==> config.mk <==
export PLATFORM = sky130hd
export DESIGN_NAME = ultrasonic_pair_collision_stop
export DESIGN_NICKNAME = d
export VERILOG_FILES = /design/src/rtl/core/upcs_pkg.sv /design/src/rtl/core/upcs_core.sv /design/src/rtl/core/ultrasonic_pair_collision_stop.sv
export SDC_FILE = /design/constraint.sdc
export NUM_CORES = 1
export LEC_CHECK = 0
export ABC_AREA = 0
export BUFFER_PORTS_ARGS = -buffer_cell sky130_fd_sc_hd__buf_4
export CAP_MARGIN = 20
export CORE_MARGIN = 3
export CORE_UTILIZATION = 67
export CTS_CLUSTER_SIZE = 20
export DETAILED_ROUTE_END_ITERATION = 8
export HOLD_SLACK_MARGIN = 0.12
export PLACE_DENSITY = 0.91
export SYNTH_ARGS = -nofsm -noshare
export SYNTH_HDL_FRONTEND = slang
export SYNTH_SLANG_ARGS = --single-unit
==> constraint.sdc <==
create_clock -name clk_i -period 17.7 [get_ports clk_i]
set_clock_uncertainty 0.1 [all_clocks]
set_input_delay 2.655 -clock clk_i [delete_from_list [all_inputs] [get_ports clk_i]]
set_output_delay 2.655 -clock clk_i [all_outputs]
set_load 0.05 [all_outputs]
==> src/rtl/core/upcs_pkg.sv <==
`timescale 1ns / 1ps

package upcs_pkg;

  // ranging sequence phases
  typedef enum logic [2:0] {
    PH_SETTLE = 3'd0,
    PH_PULSE  = 3'd1,
    PH_WAIT   = 3'd2,
    PH_WIDTH  = 3'd3,
    PH_PAUSE  = 3'd4
  } phase_e;

  // configuration register indexes
  typedef enum logic [2:0] {
    REG_STOP_MM    = 3'd0,
    REG_CLEAR_MM   = 3'd1,
    REG_TIMEOUT_US = 3'd2,
    REG_PAUSE_US   = 3'd3,
    REG_TRIGGER_US = 3'd4,
    REG_SETTLE_US  = 3'd5
  } reg_idx_e;

  localparam int unsigned MM_W       = 13;
  localparam int unsigned TIMEOUT_W  = 16;
  localparam int unsigned PAUSE_W    = 20;
  localparam int unsigned TICK8_W    = 8;
  localparam int unsigned CFG_DATA_W = 20;

  // echo width in us to mm: (w * 11239) >> 16
  localparam logic [13:0] MM_SCALE = 14'd11239;
  localparam int unsigned MM_SHIFT = 16;

  // register reset values
  localparam logic [MM_W-1:0]      STOP_MM_RST    = 13'd150;
  localparam logic [MM_W-1:0]      CLEAR_MM_RST   = 13'd200;
  localparam logic [TIMEOUT_W-1:0] TIMEOUT_US_RST = 16'd25000;
  localparam logic [PAUSE_W-1:0]   PAUSE_US_RST   = 20'd50000;
  localparam logic [TICK8_W-1:0]   TRIGGER_US_RST = 8'd10;
  localparam logic [TICK8_W-1:0]   SETTLE_US_RST  = 8'd2;

  typedef struct packed {
    logic [MM_W-1:0]      stop_mm;
    logic [MM_W-1:0]      clear_mm;
    logic [TIMEOUT_W-1:0] echo_limit_us;
    logic [PAUSE_W-1:0]   pause_us;
    logic [TICK8_W-1:0]   trigger_us;
    logic [TICK8_W-1:0]   settle_us;
  } cfg_t;

  typedef struct packed {
    logic            trigger_one;
    logic            trigger_two;
    logic            stop_flag;
    logic            reading_done;
    logic            reading_sensor;
    logic [MM_W-1:0] distance_mm;
    logic            distance_valid;
  } result_t;

endpackage

==> src/rtl/core/upcs_core.sv <==
`timescale 1ns / 1ps

module upcs_core #(
  parameter int unsigned COUNT_WIDTH = 20
) (
  input  logic              clk_i,
  input  logic              rst_ni,
  input  logic              step_en_i,
  input  logic [1:0]        echo_i,
  input  upcs_pkg::cfg_t    cfg_i,
  output upcs_pkg::result_t res_o
);

  localparam int unsigned WW = (COUNT_WIDTH > upcs_pkg::PAUSE_W) ?
                               COUNT_WIDTH : upcs_pkg::PAUSE_W;
  localparam int unsigned PW = COUNT_WIDTH + 14;
  localparam int unsigned MM_TOP = upcs_pkg::MM_SHIFT + upcs_pkg::MM_W;

  upcs_pkg::phase_e       phase_q, phase_d;
  logic [COUNT_WIDTH-1:0] tick_q, tick_d;
  logic                   active_q, active_d;
  logic [upcs_pkg::MM_W-1:0] first_mm_q, first_mm_d;
  logic                   first_vld_q, first_vld_d;
  logic                   stop_q, stop_d;

  logic                   echo;
  logic [COUNT_WIDTH-1:0] elapsed;
  logic                   at_max;
  logic                   settle_end, pulse_end, pause_end, timed_out;
  logic [PW-1:0]          prod;
  logic [upcs_pkg::MM_W-1:0] width_mm;
  logic                   trig, done, valid, close, stop_set;
  logic [upcs_pkg::MM_W-1:0] mm;

  // echo of the polled sensor and saturating tick count
  assign echo    = active_q ? echo_i[1] : echo_i[0];
  assign at_max  = &tick_q;
  assign elapsed = at_max ? tick_q : tick_q + COUNT_WIDTH'(1);

  // length compares, lengths clamped to the counter range
  assign settle_end = (WW'(elapsed) >= WW'(cfg_i.settle_us))  || (&elapsed);
  assign pulse_end  = (WW'(elapsed) >= WW'(cfg_i.trigger_us)) || (&elapsed);
  assign pause_end  = (WW'(elapsed) >= WW'(cfg_i.pause_us))   || (&elapsed);
  assign timed_out  = (WW'(elapsed) > WW'(cfg_i.echo_limit_us)) || (&elapsed);

  // width to millimetres, saturated
  assign prod     = PW'(elapsed) * PW'(upcs_pkg::MM_SCALE);
  assign width_mm = (|prod[PW-1:MM_TOP]) ? '1 : prod[MM_TOP-1:upcs_pkg::MM_SHIFT];

  // phase sequencing
  always_comb begin
    phase_d = phase_q;
    tick_d  = elapsed;
    active_d = active_q;
    trig  = 1'b0;
    done  = 1'b0;
    valid = 1'b0;
    mm    = '0;
    unique case (phase_q)
      upcs_pkg::PH_PULSE: begin
        trig = 1'b1;
        if (pulse_end) begin
          phase_d = upcs_pkg::PH_WAIT;
          tick_d  = '0;
        end
      end
      upcs_pkg::PH_WAIT: begin
        if (echo) begin
          phase_d = upcs_pkg::PH_WIDTH;
          tick_d  = '0;
        end else if (timed_out) begin
          done = 1'b1;
        end
      end
      upcs_pkg::PH_WIDTH: begin
        if (!echo) begin
          mm    = width_mm;
          valid = 1'b1;
          done  = 1'b1;
        end else if (timed_out) begin
          done = 1'b1;
        end
      end
      upcs_pkg::PH_PAUSE: begin
        if (pause_end) begin
          active_d = ~active_q;
          phase_d  = upcs_pkg::PH_SETTLE;
          tick_d   = '0;
        end
      end
      default: begin
        // settle, and any unused code behaves as settle
        if (settle_end) begin
          phase_d = upcs_pkg::PH_PULSE;
          tick_d  = '0;
        end else begin
          phase_d = upcs_pkg::PH_SETTLE;
        end
      end
    endcase
    if (done) begin
      phase_d = upcs_pkg::PH_PAUSE;
      tick_d  = '0;
    end
  end

  // stop hysteresis and first sensor memory
  always_comb begin
    close       = valid && (mm <= cfg_i.stop_mm);
    stop_set    = stop_q || close;
    stop_d      = stop_q;
    first_mm_d  = first_mm_q;
    first_vld_d = first_vld_q;
    if (done) begin
      stop_d = stop_set;
      if (!active_q) begin
        first_mm_d  = mm;
        first_vld_d = valid;
      end else if (stop_set && (!first_vld_q || (first_mm_q > cfg_i.clear_mm)) &&
                   (!valid || (mm > cfg_i.clear_mm))) begin
        stop_d = 1'b0;
      end
    end
  end

  // state registers, advanced once per processed tick
  always_ff @(posedge clk_i or negedge rst_ni) begin
    if (!rst_ni) begin
      phase_q     <= upcs_pkg::PH_SETTLE;
      tick_q      <= '0;
      active_q    <= 1'b0;
      first_mm_q  <= '0;
      first_vld_q <= 1'b0;
      stop_q      <= 1'b0;
    end else if (step_en_i) begin
      phase_q     <= phase_d;
      tick_q      <= tick_d;
      active_q    <= active_d;
      first_mm_q  <= first_mm_d;
      first_vld_q <= first_vld_d;
      stop_q      <= stop_d;
    end
  end

  // result of this tick
  always_comb begin
    res_o.trigger_one    = trig && !active_q;
    res_o.trigger_two    = trig && active_q;
    res_o.stop_flag      = stop_d;
    res_o.reading_done   = done;
    res_o.reading_sensor = done && active_q;
    res_o.distance_mm    = mm;
    res_o.distance_valid = valid;
  end

  // checks
  a_one_trigger: assert property (@(posedge clk_i) disable iff (!rst_ni)
    !(res_o.trigger_one && res_o.trigger_two))
    else $error("both triggers driven");

  a_mm_needs_valid: assert property (@(posedge clk_i) disable iff (!rst_ni)
    (res_o.distance_mm != '0) |-> res_o.distance_valid)
    else $error("distance without valid reading");

  a_valid_needs_done: assert property (@(posedge clk_i) disable iff (!rst_ni)
    res_o.distance_valid |-> res_o.reading_done)
    else $error("valid outside completed reading");

  a_pause_after_done: assert property (@(posedge clk_i) disable iff (!rst_ni)
    (step_en_i && res_o.reading_done) |=> (phase_q == upcs_pkg::PH_PAUSE))
    else $error("no pause after reading");

endmodule

==> src/rtl/core/ultrasonic_pair_collision_stop.sv <==
`timescale 1ns / 1ps
// Two-sensor ultrasonic collision stop.
// Slave stream: one request per microsecond tick; tdata carries both echo
// levels. Master stream: one result per tick with trigger drives, stop flag
// and, on the tick a reading completes, its distance; tuser names the sensor.
// Config channel: cfg_addr_i selects stop_mm, clear_mm, echo_limit_us,
// pause_us, trigger_us, settle_us (0..5); write only while the block is idle.
// Path: a tick is held in an input register, processed combinationally by the
// sequencer and placed in the output register, from which its result is
// presented to the receiver and can be taken.
// One tick per cycle is sustained while the receiver takes results: the input
// register frees as the output register loads or drains.
// Reset puts the configuration registers at their defaults, the sequencer in
// the settle phase of sensor one and clears the stop flag.
// When the receiver stalls, the output register holds its result and the
// input register takes one more tick; tready then drops until the stall ends.
// No tick is dropped, so the sequencer only advances on ticks it receives.
module ultrasonic_pair_collision_stop #(
  parameter int unsigned COUNT_WIDTH = 20
) (
  input  logic        clk_i,
  input  logic        rst_ni,
  // slave stream
  input  logic        s_axis_tvalid,
  output logic        s_axis_tready,
  input  logic [7:0]  s_axis_tdata,   // [0] echo_one, [1] echo_two
  // master stream
  output logic        m_axis_tvalid,
  input  logic        m_axis_tready,
  // [0] trigger_one, [1] trigger_two, [2] stop_flag, [3] reading_done,
  // [16:4] distance_mm, [17] distance_valid
  output logic [23:0] m_axis_tdata,
  output logic        m_axis_tuser,   // [0] reading_sensor
  // config write channel
  input  logic        cfg_valid_i,
  output logic        cfg_ready_o,
  input  logic [2:0]  cfg_addr_i,
  input  logic [upcs_pkg::CFG_DATA_W-1:0] cfg_data_i
);

  upcs_pkg::cfg_t    cfg_q;
  upcs_pkg::result_t res;
  upcs_pkg::result_t out_q;
  logic              in_vld_q, out_vld_q;
  logic [1:0]        in_echo_q;
  logic              advance;

  assign cfg_ready_o = 1'b1;

  // configuration registers
  always_ff @(posedge clk_i or negedge rst_ni) begin
    if (!rst_ni) begin
      cfg_q.stop_mm         <= upcs_pkg::STOP_MM_RST;
      cfg_q.clear_mm        <= upcs_pkg::CLEAR_MM_RST;
      cfg_q.echo_limit_us   <= upcs_pkg::TIMEOUT_US_RST;
      cfg_q.pause_us        <= upcs_pkg::PAUSE_US_RST;
      cfg_q.trigger_us      <= upcs_pkg::TRIGGER_US_RST;
      cfg_q.settle_us       <= upcs_pkg::SETTLE_US_RST;
    end else if (cfg_valid_i) begin
      unique case (cfg_addr_i)
        upcs_pkg::REG_STOP_MM:    cfg_q.stop_mm <= cfg_data_i[upcs_pkg::MM_W-1:0];
        upcs_pkg::REG_CLEAR_MM:   cfg_q.clear_mm <= cfg_data_i[upcs_pkg::MM_W-1:0];
        upcs_pkg::REG_TIMEOUT_US: begin
          cfg_q.echo_limit_us <= cfg_data_i[upcs_pkg::TIMEOUT_W-1:0];
        end
        upcs_pkg::REG_PAUSE_US:   cfg_q.pause_us <= cfg_data_i[upcs_pkg::PAUSE_W-1:0];
        upcs_pkg::REG_TRIGGER_US: cfg_q.trigger_us <= cfg_data_i[upcs_pkg::TICK8_W-1:0];
        upcs_pkg::REG_SETTLE_US:  cfg_q.settle_us <= cfg_data_i[upcs_pkg::TICK8_W-1:0];
        default: ;
      endcase
    end
  end

  // handshake: process the held tick when the output register can take it
  assign advance       = in_vld_q && (!out_vld_q || m_axis_tready);
  assign s_axis_tready = !in_vld_q || advance;

  always_ff @(posedge clk_i or negedge rst_ni) begin
    if (!rst_ni) begin
      in_vld_q  <= 1'b0;
      out_vld_q <= 1'b0;
    end else begin
      if (s_axis_tvalid && s_axis_tready) begin
        in_vld_q <= 1'b1;
      end else if (advance) begin
        in_vld_q <= 1'b0;
      end
      if (advance) begin
        out_vld_q <= 1'b1;
      end else if (m_axis_tready) begin
        out_vld_q <= 1'b0;
      end
    end
  end

  // payload registers
  always_ff @(posedge clk_i) begin
    if (s_axis_tvalid && s_axis_tready) begin
      in_echo_q <= s_axis_tdata[1:0];
    end
    if (advance) begin
      out_q <= res;
    end
  end

  upcs_core #(
    .COUNT_WIDTH(COUNT_WIDTH)
  ) u_core (
    .clk_i    (clk_i),
    .rst_ni   (rst_ni),
    .step_en_i(advance),
    .echo_i   (in_echo_q),
    .cfg_i    (cfg_q),
    .res_o    (res)
  );

  // output packing
  assign m_axis_tvalid = out_vld_q;
  assign m_axis_tuser  = out_q.reading_sensor;
  assign m_axis_tdata  = {6'b0, out_q.distance_valid, out_q.distance_mm,
                          out_q.reading_done, out_q.stop_flag,
                          out_q.trigger_two, out_q.trigger_one};

endmodule
==> results.toml, run 1 <==
[detailed_routing]
wirelength_microns = 39100
viasPerCell = 6.42
vias = 11700
drc = 0
drtIter0Drc = 1156
ant_nets = 0
post_drt_wl_per_cell_microns = 21.4
dr.pass1.iters = 6

[worst_hold_path]
hold_depth = 1
hold_class = "reg2reg"
min-delay-start = "u_core.first_mm_q[7]$_DFFE_PN0P_"
hold-path-endpoint = "u_core.first_mm_q[7]$_DFFE_PN0P_"

[placed_design]
hpwl_microns = 29000
gp_congestion = 0.939
placed_cell_area_sq_mm = 0.0150
io_buffers = 50

[timing]
slew-limit-headroom = 0.331
finalSetupTns_ps = 0
setup_violations = 0
timing.hold.ws_ps = 392
slew_viol_final = 0
tightest_slew_ps = 1000
rsz0062_at_grt = "false"
finalCritPeriodShare = 0.658
min_period_ps = 11650
hold_viol = 0
fmax_mhz = 85.8

[clock_network]
cts.sinks = 140
cts_tree = "yes"
post_cts_buffers = 0
cts_buffers = 17
clkLatencyLatePin_ps = 430
cts_max_path_buffers = 2
h-tree-depth = 4
clk_pin_slew_ps = 70
root_buffer = "clkbuf_16"
ctsResizeCount = 0
hold_buffers = 0

[logic_synthesis]
syn_area_sq_mm = 0.0143
synth_edf_count = 21
yosysTopAreaCellShare = 0.184
yosysTopAreaCell = "ha_1"
ys.flop_type = "dfrtp_1"
syn_inst = 1492
synth_cell_type_count = 76
async_flop_share = 0.850
ys_seq_elements = 140
yosysWarnings = 0
netlist_top_cells_area = "ha_1 (18%), fa_1 (18%), dfrtp_1 (17%)"
syn-mean-instance-area_sq_um = 9.60
ys_seq_area_frac = 0.254

[worst_setup_path]
worstPathArrival_ps = 11890
end_kind = "register"
crit_type = "reg2reg"
rr_worst_depth = 39
r2r_slack_ps = 6050
r2r-start = "u_core.tick_q[11]$_DFFE_PN0P_"
critPathLaunchType = "register"
slowest_delay_ps = 680
required_ps = 17940
worstReg2RegEnd = "u_core.stop_q$_DFFE_PN0P_"
slowest_stage = "or4_4"
cp_max_fo = 20

[finish]
seqCellArea_sq_mm = 0.00364
drive_above_1_share = 0.118
layout_common_cells = "inv_1 (304), ha_1 (211), fa_1 (126)"
multi_input_area_sq_mm = 0.00939
diodes = 0
final_area_sq_mm = 0.0156
final_common_cell = "inv_1"
post-route-util = 0.757
nNetsFinal = 1914
syn2layout_area_growth_pct = 8.99
n_fill_cell = 1222

[run_status]
outcome = "finished, final reports clean"

[global_routing]
grtUsageTotal = 0.345
grt_max_degree = 79
antenna_found_initial = 0
grt_pass1_wl_microns = 64100
grt_pass1_vias = 12500
grt_overflow = 0

[flow_run]
cap_violations = 0

[pwr]
total_power_mw = 2.32
powerDensity_mw_per_mm2 = 149
peakVddDrop_v = 0.000120
p_leak_nw = 8.21

[floorplan]
ios = 64
initial_core_util = 0.695
fp.dieW_microns = 152
std_cell_rows = 52
die_h_microns = 152
core_sq_mm = 0.0206
die-area_sq_mm = 0.0232
worst max-delay path, delay by kind of cell (launching register included):
kind	cells	cell delay [ps]
xor gates and xnor gates	1	670
adders and majority gates	8	3690
AOI/OAI and AO/OA	16	3420
buffers and inverters	6	850
and+or+nand+nor	7	1900
muxes	1	380
DFF	1	540
logic make-up after synthesis:
family	synth area share
buffers and inverters	0.0954
flip-flops	0.254
XOR/XNOR	0.0214
AND/OR/NAND/NOR	0.113
multiplexers	0.0318
adder cells (fa/ha/maj)	0.362
other	0.000524
AO/OA/AOI/OAI	0.122
area by class of cell:
class | instances | area share
multi-input cells | 1011 | 0.601
flip-flops and latches | 140 | 0.233
inverters | 305 | 0.0735
repair buffers | 66 | 0.0317
clock buffers | 18 | 0.0275
well taps | 270 | 0.0216
clock inverters | 14 | 0.0118
how the worst max path moves through the flow:
stage | from | to | slack, ps | cells past startpoint
floorplan | u_core.tick_q[11]$_DFFE_PN0P_ | u_core.stop_q$_DFFE_PN0P_ | 7980 | 41
global placement | u_core.tick_q[11]$_DFFE_PN0P_ | u_core.stop_q$_DFFE_PN0P_ | 6730 | 39
detailed placement | u_core.tick_q[11]$_DFFE_PN0P_ | u_core.stop_q$_DFFE_PN0P_ | 6530 | 39
CTS | u_core.tick_q[11]$_DFFE_PN0P_ | u_core.stop_q$_DFFE_PN0P_ | 6250 | 39
global route | u_core.tick_q[0]$_DFFE_PN0P_ | u_core.stop_q$_DFFE_PN0P_ | 5560 | 40
finish | u_core.tick_q[11]$_DFFE_PN0P_ | u_core.stop_q$_DFFE_PN0P_ | 6050 | 39
synthesized netlist by cell type, types with 4 or more instances:
| cell | count |
|---|---|
| a31oi_1 | 6 |
| buf_4 | 8 |
| mux2i_1 | 5 |
| o21ai_0 | 82 |
| dfrtp_1 | 97 |
| xor2_1 | 12 |
| nand2_1 | 112 |
| dfstp_2 | 22 |
| ha_1 | 211 |
| or2_2 | 7 |
| nor2b_1 | 11 |
| inv_1 | 304 |
| nand3_1 | 30 |
| xnor2_1 | 23 |
| nand2b_1 | 12 |
| buf_2 | 4 |
| nor4_1 | 12 |
| nand4_1 | 16 |
| a221oi_1 | 6 |
| o21a_1 | 12 |
| o31ai_1 | 20 |
| nand4b_1 | 4 |
| mux2_2 | 36 |
| a21o_1 | 29 |
| and2_1 | 7 |
| nor2_1 | 56 |
| edfxtp_1 | 21 |
| clkbuf_1 | 25 |
| a211oi_1 | 12 |
| buf_6 | 4 |
| a21oi_1 | 53 |
| fa_1 | 126 |
| a311oi_1 | 5 |
| nor3_1 | 21 |
| and3_1 | 5 |
| o211ai_1 | 10 |
per-layer routing:
metal / GRT usage / vias to the layer above / part of all wire
met4: 0.179 / 0 / 0.060
li1: - / 5099 / -
met5: 0 / - / 0
met2: 0.578 / 723 / 0.48
met3: 0.0844 / 218 / 0.091
met1: 0.414 / 5674 / 0.37
per-stage QoR:
stage / setup WS, ps / instances
2_1_floorplan: 7980 / 1497
3_3_place_gp: 6730 / 1791
3_5_place_dp: 6530 / 1791
4_1_cts: 6250 / 1823
5_1_grt: 5560 / 1824
6_report: 6050 / 1824
power breakdown:
part           total, mW  internal [mW]  leakage, nW  switching [mW]
Sequential         0.448          0.400         1.66          0.0476
Clock              0.380          0.225        0.298           0.155
Combinational       1.50          0.580         6.25           0.916
sequential cells by signal (all words and copies together) (netlist names):
name                flops
cfg_q                  78
u_core.tick_q          20
m_axis_tdata           18
u_core.first_mm_q      13
u_core.phase_q          3
in_echo_q               2
in_vld_q                1
m_axis_tuser            1
m_axis_tvalid           1
u_core.active_q         1
u_core.first_vld_q      1
u_core.stop_q           1
Note: power is estimated with default switching activity, not from simulation.
==> inputs of run 2 (changes only) <==
ABC_AREA = 1   (was 0)
CORE_UTILIZATION = 64   (was 67)
PLACE_DENSITY = 0.87   (was 0.91)
clock period = 11.35 ns   (was 17.7 ns; I/O delays follow)
==> run 2 against run 1 <==
  * Non-clock buffer count decreased by 5
  * Critical path depth up 2
  * Sequential share of layout area is 1.5 points lower
  * Count of clock-buffer cells in the layout fell by 1
  * First-iteration DRC count is 2.0% lower
  * Critical endpoint unchanged
  * Register-to-register slack worse by 5200 ps
  * Critical path type unchanged
==> results.toml, run 2 <==
[run_status]
outcome = "finished, final reports clean"

[worst_setup_path]
r2r_slack_ps = 840
cp_max_fo = 13
worstPathArrival_ps = 10770
critPathLaunchType = "register"
slowest_stage = "o21ai_0"
crit_path_frequent_cell = "nand2_1"
required_ps = 11610
slowest_delay_ps = 990
crit_type = "reg2reg"
end_kind = "register"

[logic_synthesis]
yosys.area_share.simple = 0.197
ys_seq_elements = 140
yosys.area_share.adder = 0.335
syn-mean-instance-area_sq_um = 7.84
synth_compound_area_frac = 0.0907
synth.most_common_cell = "nand2_1"
syn_inst = 1965
synth_top_family_by_area = "adder cells"
ys_seq_area_frac = 0.236
yosysWarnings = 0
async_flop_share = 0.850
synth_edf_count = 21
synth.area.mux_share = 0.000650
synth_cell_type_count = 52
netlist_top_cells_area = "ha_1 (17%), fa_1 (16%), dfrtp_1 (16%)"
ys_top_cells_by_count = "nand2_1 (429), inv_1 (428), ha_1 (211)"
yosysTopAreaCell = "ha_1"
syn_area_sq_mm = 0.0154
yosysTopAreaCellShare = 0.171
synth_xor_area_frac = 0.0199
ys.flop_type = "dfrtp_1"

[finish]
layout_common_cells = "nand2_1 (429), inv_1 (428), ha_1 (211)"
syn2layout_area_growth_pct = 8.13
regMostFlops = "cfg_q"
diodes = 0
final_common_cell = "nand2_1"
largest_reg_flops = 78
n_fill_cell = 1798
drive_above_1_share = 0.0718
nNetsFinal = 2380

[floorplan]
die_h_microns = 161
std_cell_rows = 56
ios = 64
fp.dieW_microns = 161
initial_core_util = 0.654
core_sq_mm = 0.0235
die-area_sq_mm = 0.0260

[global_routing]
antenna_found_initial = 0
grt_overflow = 0
grt_max_degree = 78
grtUsageTotal = 0.325
grt_pass1_vias = 13400
grt_pass1_wl_microns = 66800

[timing]
tightest_slew_ps = 1040
slew-limit-headroom = 0.297
fmax_mhz = 95.2
rsz0062_at_grt = "false"
setup_violations = 0
hold_viol = 0
slew_viol_final = 0
min_period_ps = 10510
finalSetupTns_ps = 0
finalCritPeriodShare = 0.926

[detailed_routing]
dr.pass1.iters = 6
drtIter0Drc = 1133
vias = 13300
drc = 0
ant_nets = 0
wirelength_microns = 41200
post_drt_wl_per_cell_microns = 17.6
viasPerCell = 5.67

[placed_design]
io_buffers = 50
gp_congestion = 0.981
hpwl_microns = 32200

[clock_network]
hold_buffers = 0
clkLatencyLatePin_ps = 430
cts.sinks = 140
cts_tree = "yes"
clk_pin_slew_ps = 70
root_buffer = "clkbuf_16"
ctsResizeCount = 0
cts_max_path_buffers = 2
h-tree-depth = 4
post_cts_buffers = 0
cts_buffers = 17

[flow_run]
cap_violations = 0

[worst_hold_path]
hold_class = "reg2reg"
==> run 2: final timing paths <==
kind | endpoint | startpoint | cells past startpoint
max reg2reg | u_core.stop_q$_DFFE_PN0P_ | u_core.tick_q[0]$_DFFE_PN0P_ | 41
min in group asynchronous | m_axis_tvalid$_DFFE_PN0P_ | rst_ni | 1
min | cfg_q[10]$_DFFE_PN0P_ | cfg_q[10]$_DFFE_PN0P_ | 2
min reg2reg | cfg_q[10]$_DFFE_PN0P_ | cfg_q[10]$_DFFE_PN0P_ | 2
max | u_core.stop_q$_DFFE_PN0P_ | u_core.tick_q[0]$_DFFE_PN0P_ | 41
max in group asynchronous | cfg_q[2]$_DFFE_PN0P_ | rst_ni | 2
==> run 2: layout make-up <==
| cell class | count | area [sq um] | share of cell area |
|---|---|---|---|
| Inverter | 430 | 1610 | 0.0969 |
| Tap cell | 319 | 399 | 0.0240 |
| Sequential cell | 140 | 3640 | 0.218 |
| Clock inverter | 15 | 175 | 0.0105 |
| Multi-Input combinational cell | 1357 | 9940 | 0.597 |
| Clock buffer | 17 | 425 | 0.0255 |
| Timing Repair Buffer | 61 | 465 | 0.0279 |
==> run 2: cell families after synthesis <==
logic type               Yosys count
XOR/XNOR                          35
buffers and inverters            473
AND/OR/NAND/NOR                  725
multiplexers                       1
adder cells (fa/ha/maj)          337
other                              2
AO/OA/AOI/OAI                    252
flip-flops                       140
==> run 2: per-layer routing <==
| layer | GRT usage | vias up | share of wire |
|---|---|---|---|
| met3 | 0.0523 | 149 | 0.082 |
| li1 | - | 6215 | - |
| met2 | 0.563 | 633 | 0.49 |
| met4 | 0.144 | 0 | 0.046 |
| met1 | 0.402 | 6267 | 0.38 |
| met5 | 0 | - | 0 |
==> run 2: per-stage QoR <==
step	worst slack (ps)	instance area, sq um	utilization	hold slack, ps	instances
finish	842	16700	0.707	385	2339
CTS	1040	16600	0.707	384	2338
floorplan	2620	15400	-	347	1970
global route	193	16700	0.707	402	2339
global placement	1540	16000	0.681	361	2306
detailed placement	1190	16000	0.681	367	2306
==> run 2: worst max-delay path, delay by kind of cell (launching register included) <==
| kind | cells | cell delay (ps) |
|---|---|---|
| adders and majority gates | 9 | 3950 |
| AOI/OAI and AO/OA | 9 | 2430 |
| and+or+nand+nor | 15 | 1940 |
| buffers and inverters | 6 | 780 |
| xor gates and xnor gates | 2 | 720 |
| DFF | 1 | 480 |
Power of run 2 is not shown: default switching activity piles up to over one toggle a cycle in this logic, so the estimate is an artifact.
==> inputs of run 3 (changes only) <==
CORE_MARGIN = default   (was 3)
CORE_UTILIZATION = 67   (was 64)
GPL_TIMING_DRIVEN = 0   (was default)
PLACE_DENSITY = 0.91   (was 0.87)
clock period = 13.2 ns   (was 11.35 ns; I/O delays follow)
==> run 3 against run 2 <==
  * Worst hold slack better by 3.9 ps
  * Register-to-register slack improved by 1400 ps
  * Die area shrank 9.1%
  * First-iteration DRC count rose by 16%
  * Final cell count increased by 0.17%
  * Flip-flop and latch count unchanged
  * Count of clock-buffer cells in the layout is the same
  * Fmax down 4.4%
  * Global-route usage increased by 5.5 points
  * Worst setup slack improved by 1400 ps
  * Non-clock buffer count increased by 38
  * Critical endpoint unchanged
==> results.toml, run 3 (same netlist as run 2, synthesis figures left out) <==
[clock_network]
cts_max_path_buffers = 2
hold_buffers = 0
h-tree-depth = 4
post_cts_buffers = 0
root_buffer = "clkbuf_16"
cts_buffers = 17
cts.sinks = 140
ctsResizeCount = 0
clk_pin_slew_ps = 60
cts_tree = "yes"
clkLatencyLatePin_ps = 440

[worst_setup_path]
crit_path_frequent_cell = "nand2_1"
r2r-start = "u_core.tick_q[0]$_DFFE_PN0P_"
r2r_slack_ps = 2210
critPathLaunchType = "register"
worstPathArrival_ps = 11260
cp_max_fo = 10
slowest_delay_ps = 900
required_ps = 13470
slowest_stage = "xor2_1"
worstReg2RegEnd = "u_core.stop_q$_DFFE_PN0P_"
end_kind = "register"
crit_type = "reg2reg"
setup.worst_path.start = "u_core.tick_q[0]$_DFFE_PN0P_"
rr_worst_depth = 44

[timing]
finalSetupTns_ps = 0
fin_ws_ps = 2210
setup_violations = 0
slew-limit-headroom = 0.199
slew_viol_final = 0
finalCritPeriodShare = 0.832
min_period_ps = 10990
fmax_mhz = 91.0
tightest_slew_ps = 1200
rsz0062_at_grt = "false"
hold_viol = 0

[detailed_routing]
drtIter0Drc = 1313
ant_nets = 0
drc = 0
vias = 13900
post_drt_wl_per_cell_microns = 18.6
dr.pass1.iters = 6
wirelength_microns = 43500
viasPerCell = 5.93

[floorplan]
die-area_sq_mm = 0.0236
die_h_microns = 154
fp.dieW_microns = 154
initial_core_util = 0.682
std_cell_rows = 55
core_sq_mm = 0.0226
ios = 64

[finish]
syn2layout_area_growth_pct = 9.51
post-route-util = 0.747
regMostFlops = "cfg_q"
final_common_cell = "nand2_1"
final_area_sq_mm = 0.0169
diodes = 0
layout_common_cells = "nand2_1 (429), inv_1 (428), ha_1 (211)"
nNetsFinal = 2418
drive_above_1_share = 0.0758
largest_reg_flops = 78

[placed_design]
gp_congestion = 0.991
io_buffers = 50
placed_cell_area_sq_mm = 0.0162
hpwl_microns = 34000
preCtsSetupSlack_ps = 2460

[run_status]
outcome = "finished, final reports clean"

[worst_hold_path]
min-delay-start = "cfg_q[73]$_DFFE_PN0P_"
hold-path-endpoint = "cfg_q[73]$_DFFE_PN0P_"
hold_class = "reg2reg"
hold_depth = 2

[global_routing]
grt_pass1_wl_microns = 69200
grt_max_degree = 100
antenna_found_initial = 0
grtUsageTotal = 0.380
grt_overflow = 0
grt_pass1_vias = 14100

[flow_run]
cap_violations = 0
## run 3: worst max path at each step
stage	end	slack (ps)	depth (start not counted)
5_1_grt	u_core.stop_q$_DFFE_PN0P_	1520	44
3_5_place_dp	u_core.stop_q$_DFFE_PN0P_	2460	44
3_3_place_gp	u_core.stop_q$_DFFE_PN0P_	2690	44
4_1_cts	u_core.stop_q$_DFFE_PN0P_	2380	44
2_1_floorplan	u_core.stop_q$_DFFE_PN0P_	4470	43
6_report	u_core.stop_q$_DFFE_PN0P_	2210	44
## run 3: final cells by class
| class | instances | area, sq um |
|---|---|---|
| Timing Repair Buffer | 56 | 453 |
| Multi-Input combinational cell | 1357 | 9940 |
| Sequential cell | 140 | 3640 |
| Clock buffer | 17 | 425 |
| Inverter | 430 | 1610 |
| Clock inverter | 15 | 211 |
| Fill cell | 1577 | 5700 |
| Buffer | 43 | 231 |
| Tap cell | 285 | 357 |
## run 3: stage by stage
step,hold WS (ps),instances
3_5_place_dp,374,2308
5_1_grt,414,2343
2_1_floorplan,347,1970
4_1_cts,390,2340
3_3_place_gp,363,2305
6_report,389,2343
## run 3: worst max-delay path: cells and delay by family, from the launching register on
kind	cells	cell delay, ps
simple gates	17	2510
fa+ha+maj	9	4210
xor+xnor	1	900
buf+inv	7	1050
flops	1	480
compound gates	10	1680
## run 3: per-layer routing
metal	routed length, microns	GRT usage	vias up
met4	2420	0.223	0
met3	3570	0.0550	206
met1	16200	0.451	6554
met2	21200	0.658	820
met5	0	0	-
li1	-	-	6313
Power of run 3 is left out for the same reason.
